## src/rtl/xep_pkg.sv

```systemverilog
// Shared types and constants for the cross-reference entry parser.
`timescale 1ns / 1ps

package xep_pkg;

    // Record geometry
    localparam int unsigned RecLen  = 20;
    localparam int unsigned PosW    = 5;
    localparam int unsigned OfsW    = 34;
    localparam int unsigned GenW    = 17;
    localparam int unsigned StatusW = 3;
    localparam int unsigned OutW    = 64;

    // Byte positions of interest
    localparam logic [PosW-1:0] POS_OFS_LAST = 5'd9;
    localparam logic [PosW-1:0] POS_SP10     = 5'd10;
    localparam logic [PosW-1:0] POS_GEN_LAST = 5'd15;
    localparam logic [PosW-1:0] POS_SP16     = 5'd16;
    localparam logic [PosW-1:0] POS_USE      = 5'd17;
    localparam logic [PosW-1:0] POS_EIGHTEEN = 5'd18;
    localparam logic [PosW-1:0] POS_LAST     = 5'd19;

    // Character codes
    localparam logic [7:0] CH_SPACE = 8'h20;
    localparam logic [7:0] CH_CR    = 8'h0D;
    localparam logic [7:0] CH_LF    = 8'h0A;
    localparam logic [7:0] CH_ZERO  = 8'h30;
    localparam logic [7:0] CH_NINE  = 8'h39;

    // Status codes
    localparam logic [StatusW-1:0] ST_OK          = 3'd0;
    localparam logic [StatusW-1:0] ST_BAD_TERM    = 3'd1;
    localparam logic [StatusW-1:0] ST_OFS_NODIGIT = 3'd2;
    localparam logic [StatusW-1:0] ST_NO_SP10     = 3'd3;
    localparam logic [StatusW-1:0] ST_GEN_NODIGIT = 3'd4;
    localparam logic [StatusW-1:0] ST_NO_SP16     = 3'd5;
    localparam logic [StatusW-1:0] ST_USE_BLANK   = 3'd6;

    // Structural check flags gathered while a record streams by
    typedef struct packed {
        logic use_ok;
        logic sp16;
        logic gen_digit;
        logic sp10;
        logic ofs_digit;
    } t_checks;

    // One parsed entry
    typedef struct packed {
        logic [7:0]         use_char;
        logic [GenW-1:0]    generation_number;
        logic [OfsW-1:0]    object_offset;
        logic [StatusW-1:0] status;
    } t_result;

    function automatic logic is_digit(input logic [7:0] b);
        is_digit = (b >= CH_ZERO) && (b <= CH_NINE);
    endfunction

endpackage

```

## src/rtl/xref_entry_parser_top.sv

```systemverilog
// Top level of the cross-reference entry parser: byte stream in, parsed entries out.
`timescale 1ns / 1ps
// Throughput: one byte per cycle while the result side takes results.
// Latency: the parsed entry is valid the cycle after byte 19 of a record is accepted.
// Each byte updates the accumulators with one multiply-by-ten add; the result
// register holds one entry and input is stalled only while it is full and not taken.
// Reset (synchronous, active low) sets the byte position to zero, clears all
// record state and empties the result register.

module xref_entry_parser_top
    import xep_pkg::*;
(
    input  logic              i_clk,
    input  logic              i_rst_n,
    input  logic              s_axis_tvalid,
    output logic              s_axis_tready,
    input  logic [7:0]        s_axis_tdata,   // [7:0] data_byte
    input  logic              s_axis_tuser,   // [0] record_start
    output logic              m_axis_tvalid,
    input  logic              m_axis_tready,
    output logic [OutW-1:0]   m_axis_tdata    // [2:0] status, [36:3] object_offset,
                                              // [53:37] generation_number,
                                              // [61:54] use_char, [63:62] zero
);

    logic [PosW-1:0] r_pos, n_pos;
    logic [OfsW-1:0] r_ofs, n_ofs;
    logic            r_ofs_end, n_ofs_end;
    logic [GenW-1:0] r_gen, n_gen;
    logic            r_gen_end, n_gen_end;
    t_checks         r_chk, n_chk;
    logic [7:0]      r_use, n_use;
    logic [7:0]      r_b18, n_b18;
    logic            r_out_valid, n_out_valid;
    t_result         r_out, n_out;

    logic            w_accept;
    logic [PosW-1:0] w_pos;
    logic            w_first;
    logic            w_dig;
    logic [7:0]      w_b;
    logic [OfsW-1:0] w_ofs_base;
    logic [GenW-1:0] w_gen_base;
    logic            w_term_ok;
    logic [StatusW-1:0] w_status;

    assign s_axis_tready = !r_out_valid || m_axis_tready;
    assign w_accept      = s_axis_tvalid && s_axis_tready;
    assign w_b           = s_axis_tdata;
    assign w_pos         = s_axis_tuser ? '0 : r_pos;
    assign w_first       = (w_pos == '0);
    assign w_dig         = is_digit(w_b);
    assign w_ofs_base    = w_first ? '0 : r_ofs;
    assign w_gen_base    = w_first ? '0 : r_gen;

    // Update record state for the byte on the input
    always_comb begin
        n_pos     = (w_pos == POS_LAST) ? '0 : w_pos + 1'b1;
        n_ofs     = w_ofs_base;
        n_ofs_end = w_first ? 1'b0 : r_ofs_end;
        n_gen     = w_gen_base;
        n_gen_end = w_first ? 1'b0 : r_gen_end;
        n_chk     = w_first ? '0 : r_chk;
        n_use     = w_first ? '0 : r_use;
        n_b18     = w_first ? '0 : r_b18;
        if (w_pos <= POS_OFS_LAST) begin
            if (!n_ofs_end && w_dig) begin
                n_ofs = (w_ofs_base << 3) + (w_ofs_base << 1) + OfsW'(w_b[3:0]);
            end else begin
                n_ofs_end = 1'b1;
            end
            if (w_first && w_dig) n_chk.ofs_digit = 1'b1;
        end else if (w_pos == POS_SP10) begin
            if (w_b == CH_SPACE) n_chk.sp10 = 1'b1;
        end else if (w_pos <= POS_GEN_LAST) begin
            if (!n_gen_end && w_dig) begin
                n_gen = (w_gen_base << 3) + (w_gen_base << 1) + GenW'(w_b[3:0]);
            end else begin
                n_gen_end = 1'b1;
            end
            if ((w_pos == POS_SP10 + 1'b1) && w_dig) n_chk.gen_digit = 1'b1;
        end else if (w_pos == POS_SP16) begin
            if (w_b == CH_SPACE) n_chk.sp16 = 1'b1;
        end else if (w_pos == POS_USE) begin
            n_use = w_b;
            if (w_b != CH_SPACE) n_chk.use_ok = 1'b1;
        end else if (w_pos == POS_EIGHTEEN) begin
            n_b18 = w_b;
        end
    end

    // Check the terminator and pick the first failing check
    always_comb begin
        w_term_ok = ((r_b18 == CH_SPACE) && ((w_b == CH_CR) || (w_b == CH_LF))) ||
                    ((r_b18 == CH_CR) && (w_b == CH_LF));
        if (!w_term_ok)             w_status = ST_BAD_TERM;
        else if (!r_chk.ofs_digit)  w_status = ST_OFS_NODIGIT;
        else if (!r_chk.sp10)       w_status = ST_NO_SP10;
        else if (!r_chk.gen_digit)  w_status = ST_GEN_NODIGIT;
        else if (!r_chk.sp16)       w_status = ST_NO_SP16;
        else if (!r_chk.use_ok)     w_status = ST_USE_BLANK;
        else                        w_status = ST_OK;
    end

    // Load the result register on the last byte, drop valid when taken
    always_comb begin
        n_out_valid = r_out_valid && !m_axis_tready;
        n_out       = r_out;
        if (w_accept && (w_pos == POS_LAST)) begin
            n_out_valid = 1'b1;
            n_out       = '0;
            n_out.status = w_status;
            if (w_status == ST_OK) begin
                n_out.object_offset     = r_ofs;
                n_out.generation_number = r_gen;
                n_out.use_char          = r_use;
            end
        end
    end

    // Control and record state
    always_ff @(posedge i_clk) begin
        if (!i_rst_n) begin
            r_pos       <= '0;
            r_ofs       <= '0;
            r_ofs_end   <= 1'b0;
            r_gen       <= '0;
            r_gen_end   <= 1'b0;
            r_chk       <= '0;
            r_use       <= '0;
            r_b18       <= '0;
            r_out_valid <= 1'b0;
        end else begin
            r_out_valid <= n_out_valid;
            if (w_accept) begin
                r_pos     <= n_pos;
                r_ofs     <= n_ofs;
                r_ofs_end <= n_ofs_end;
                r_gen     <= n_gen;
                r_gen_end <= n_gen_end;
                r_chk     <= n_chk;
                r_use     <= n_use;
                r_b18     <= n_b18;
            end
        end
    end

    // Result payload
    always_ff @(posedge i_clk) begin
        r_out <= n_out;
    end

    assign m_axis_tvalid = r_out_valid;
    assign m_axis_tdata  = OutW'(r_out);

endmodule

```

## config.mk

```make
export PLATFORM = sky130hd
export DESIGN_NAME = xref_entry_parser_top
export DESIGN_NICKNAME = d
export VERILOG_FILES = /design/src/rtl/xep_pkg.sv /design/src/rtl/xref_entry_parser_top.sv
export SDC_FILE = /design/constraint.sdc
export NUM_CORES = 1
export LEC_CHECK = 0
export BUFFER_PORTS_ARGS = -buffer_cell sky130_fd_sc_hd__buf_2
export CORE_ASPECT_RATIO = 0.75
export CORE_MARGIN = 4
export CORE_UTILIZATION = 50
export DETAILED_ROUTE_END_ITERATION = 12
export GPL_ROUTABILITY_DRIVEN = 0
export GPL_TIMING_DRIVEN = 0
export PLACE_DENSITY = 0.72
export SYNTH_ARGS = -nofsm -noshare
export SYNTH_HDL_FRONTEND = slang
export SYNTH_SLANG_ARGS = --single-unit
```

## constraint.sdc

```tcl
create_clock -name i_clk -period 5.2 [get_ports i_clk]
set_clock_uncertainty 0.05 [all_clocks]
set_input_delay 1.04 -clock i_clk [delete_from_list [all_inputs] [get_ports i_clk]]
set_output_delay 1.04 -clock i_clk [all_outputs]
set_load 0.02 [all_outputs]
```

==> results_dict.tcl <==
set metrics [dict create \
    status "completed" \
    synthXorXnorAreaFrac_pct 4.277 \
    antenna_found_initial 0 \
    synthesis.area_um2 8805 \
    wirelength_met1_mm 10.31 \
    areaGrowthSynthToFinish_pct 14.22 \
    vdd_drop_max_mv 0.2179 \
    path_clk_slew_ps 60 \
    slew_headroom_pct 40.14 \
    synth_mux_area_share_pct 1.023 \
    hold_buffers 0 \
    p_leak_nw 4.637 \
    synthAdderAreaFrac_pct 13.95 \
    top_layer "met4" \
    crit_required_ps 5470 \
    numCtsBuffers 17 \
    dp_slack_ps -728.0 \
    finalSetupTns_ps 0 \
    cp-end-kind "register" \
    synth-warning-count 0 \
    worst_slack_ps 226.1 \
    clock_sinks 142 \
    cp.arrival_ps 5240 \
    slew_viol_final 0 \
    grt.total_usage_pct 21.56 \
    start_util_pct 51.70 \
    synthFlopType "dfxtp_1" \
    synth_compound_area_share_pct 16.41 \
    cp-start-kind "input pin" \
    n_antenna_cell 0 \
    cts-root-buf "clkbuf_16" \
    dp_cells 1224 \
    vias 6982 \
    die_y_um 122.9 \
    grt-ovfl-total 0 \
    timing.final.crit_share_pct 95.65 \
    insertion_delay_ps 430 \
    port_buffers 72 \
    die_area_um2 19820 \
    pin_count 79 \
    powerDensity_nw_per_um2 239.1 \
    instances_no_fill 1256 \
    die_w_um 161.2 \
    ant_nets 0 \
    wl_met3_mm 1.435 \
    setup_viol 0 \
    final_cell_mix "and2_1, ha_1, buf_2, dfxtp_1, nand2_1" \
    tightest_slew_ps 875.2 \
    wl_per_cell_um 16.45 \
    drt_iter0_drc 545 \
    core-area_um2 17030 \
    vias_per_cell 5.559 \
    fin_nets 1117 \
    synth_edf_count 62 \
    syn_area_per_cell_um2 9.633 \
    fillers 1500 \
    cp_max_fo 10 \
    cts_tree "yes" \
    netlist_instances 914 \
    grt_max_degree 35 \
    final_common_cell "and2_1" \
    std_cell_rows 41 \
    clockBufferDepth 2 \
    grt_pass1_vias 6556 \
    grt_first_pass_wirelength_mm 33.95 \
    hold_viol 0 \
    ys_ff_latch 142 \
    totalWireLength_mm 20.66 \
    rsz0062_at_grt "no" \
    max_freq_mhz 201.0 \
    synth-simple-area-share_pct 22.14 \
    met2_length_mm 8.494 \
    holdCritPathClass "reg2reg" \
    htreeDepth 4 \
    drc 0 \
    min_period_ps 4974 \
    ys_seq_area_share_pct 39.33 \
    cap_violations 0 \
    first_pass_iters 5 \
    drive_gt1_share_pct 14.02 \
    synth_top_family_by_area "simple AND/OR/NAND/NOR gates" \
    async_flop_share_pct 0 \
    ys_types 73 \
    crit_type "in2reg" \
    place_hpwl_mm 15.26 \
]
timing repair:
action / 4_1_cts / 5_1_grt
gates resized for setup: 4 / 9
hold endpoints to repair: 0 / 0
setup endpoints to repair: 9 / 7
setup buffers: 0 / 0
cell usage after synthesis (14+ instances only):
| cell type | instances | area share, % |
|---|---|---|
| a21boi_0 | 15 | 1.3 |
| a21o_1 | 16 | 1.4 |
| a21oi_1 | 37 | 2.1 |
| a22oi_1 | 25 | 2.1 |
| and2_1 | 110 | 7.8 |
| clkbuf_1 | 23 | 0.98 |
| dfxtp_1 | 80 | 18 |
| edfxtp_1 | 62 | 21 |
| ha_1 | 95 | 14 |
| inv_1 | 20 | 0.85 |
| nand2_1 | 74 | 3.2 |
| nand3_1 | 22 | 1.3 |
| nor2_1 | 35 | 1.5 |
| nor2b_1 | 41 | 2.9 |
| nor3_1 | 19 | 1.1 |
| o21ai_0 | 47 | 2.7 |
| xnor2_1 | 29 | 2.9 |
| xor2_1 | 14 | 1.4 |
flip-flops by register name (all words and copies together) (netlist names), named ones only:
register,count
m_axis_tdata,62
r_gen_end,1
r_ofs,34
r_use,8
r_pos,5
m_axis_tvalid,1
r_ofs_end,1
r_gen,17
r_b18,8
r_chk,4
power by group:
part	leakage (nW)	internal [W]	total, W	switching [W]
combinational	3.01	0.0000286	0.0000961	0.0000674
sequential	1.36	0.00116	0.00116	0.00000223
clock	0.264	0.000659	0.00115	0.000491
total	4.64	0.00184	0.00240	0.000561
worst paths after layout:
check | startpoint | endpoint | slack, ps | depth (start not counted)
max | s_axis_tuser | r_ofs[30]$_SDFFE_PN0P_ | 230 | 19
min | r_ofs[21]$_SDFFE_PN0P_ | r_ofs[21]$_SDFFE_PN0P_ | 410 | 2
max reg2reg | r_pos[0]$_SDFFE_PN0P_ | r_ofs[30]$_SDFFE_PN0P_ | 620 | 18
min reg2reg | r_ofs[21]$_SDFFE_PN0P_ | r_ofs[21]$_SDFFE_PN0P_ | 410 | 2
per-layer routing:
layer  GRT usage [%]  up-vias
met4           7.032        0
met2           30.85      224
met1           32.18     3235
met3           5.032       28
li1                -     3495
met5               0        -
area by class of cell:
type                            count  area [µm²]  area share (%)
Multi-Input combinational cell    716        5111           50.82
Sequential cell                   142        3463           34.44
Clock buffer                       19       432.9           4.305
Timing Repair Buffer               73       380.4           3.782
Tap cell                          236       295.3           2.936
Buffer                             37       182.7           1.816
Clock inverter                     13       116.4           1.157
Inverter                           20       75.07          0.7465
kinds of logic (layout without fill, tap and decap cells):
logic type,Yosys count,in the layout
buffers and inverters,57,162
XOR/XNOR,43,43
flip-flops,142,142
AO/OA/AOI/OAI,210,210
adder cells (fa/ha/maj),97,97
other,1,2
multiplexers,9,9
AND/OR/NAND/NOR,355,355
critical path, stage by stage:
cell       delay (ps)
buf_2             170
nor2b_4           190
inv_1              80
ha_1              260
o21ai_1           130
buf_4             250
clkbuf_4          220
and2_1            180
ha_1              240
ha_1              240
fa_1              440
a211oi_2          240
o21a_1            200
nand3b_1          150
a31oi_2           170
a21bo_2           290
a2111oi_2         350
nor2b_1            80
o311a_1           320
stage by stage:
| step | area, µm² | hold slack (ps) | utilization (%) | total power (W) |
|---|---|---|---|---|
| floorplan | 8808 | 380.4 | - | 0.001241 |
| global placement | 9464 | 399.6 | 55.57 | 0.001273 |
| detailed placement | 9484 | 400.0 | 55.69 | 0.001274 |
| CTS | 10040 | 412.8 | 58.95 | 0.002422 |
| global route | 10060 | 433.3 | 59.05 | 0.002480 |
| finish | 10060 | 410.0 | 59.05 | 0.002404 |
Note: power is estimated with default switching activity, not from simulation.
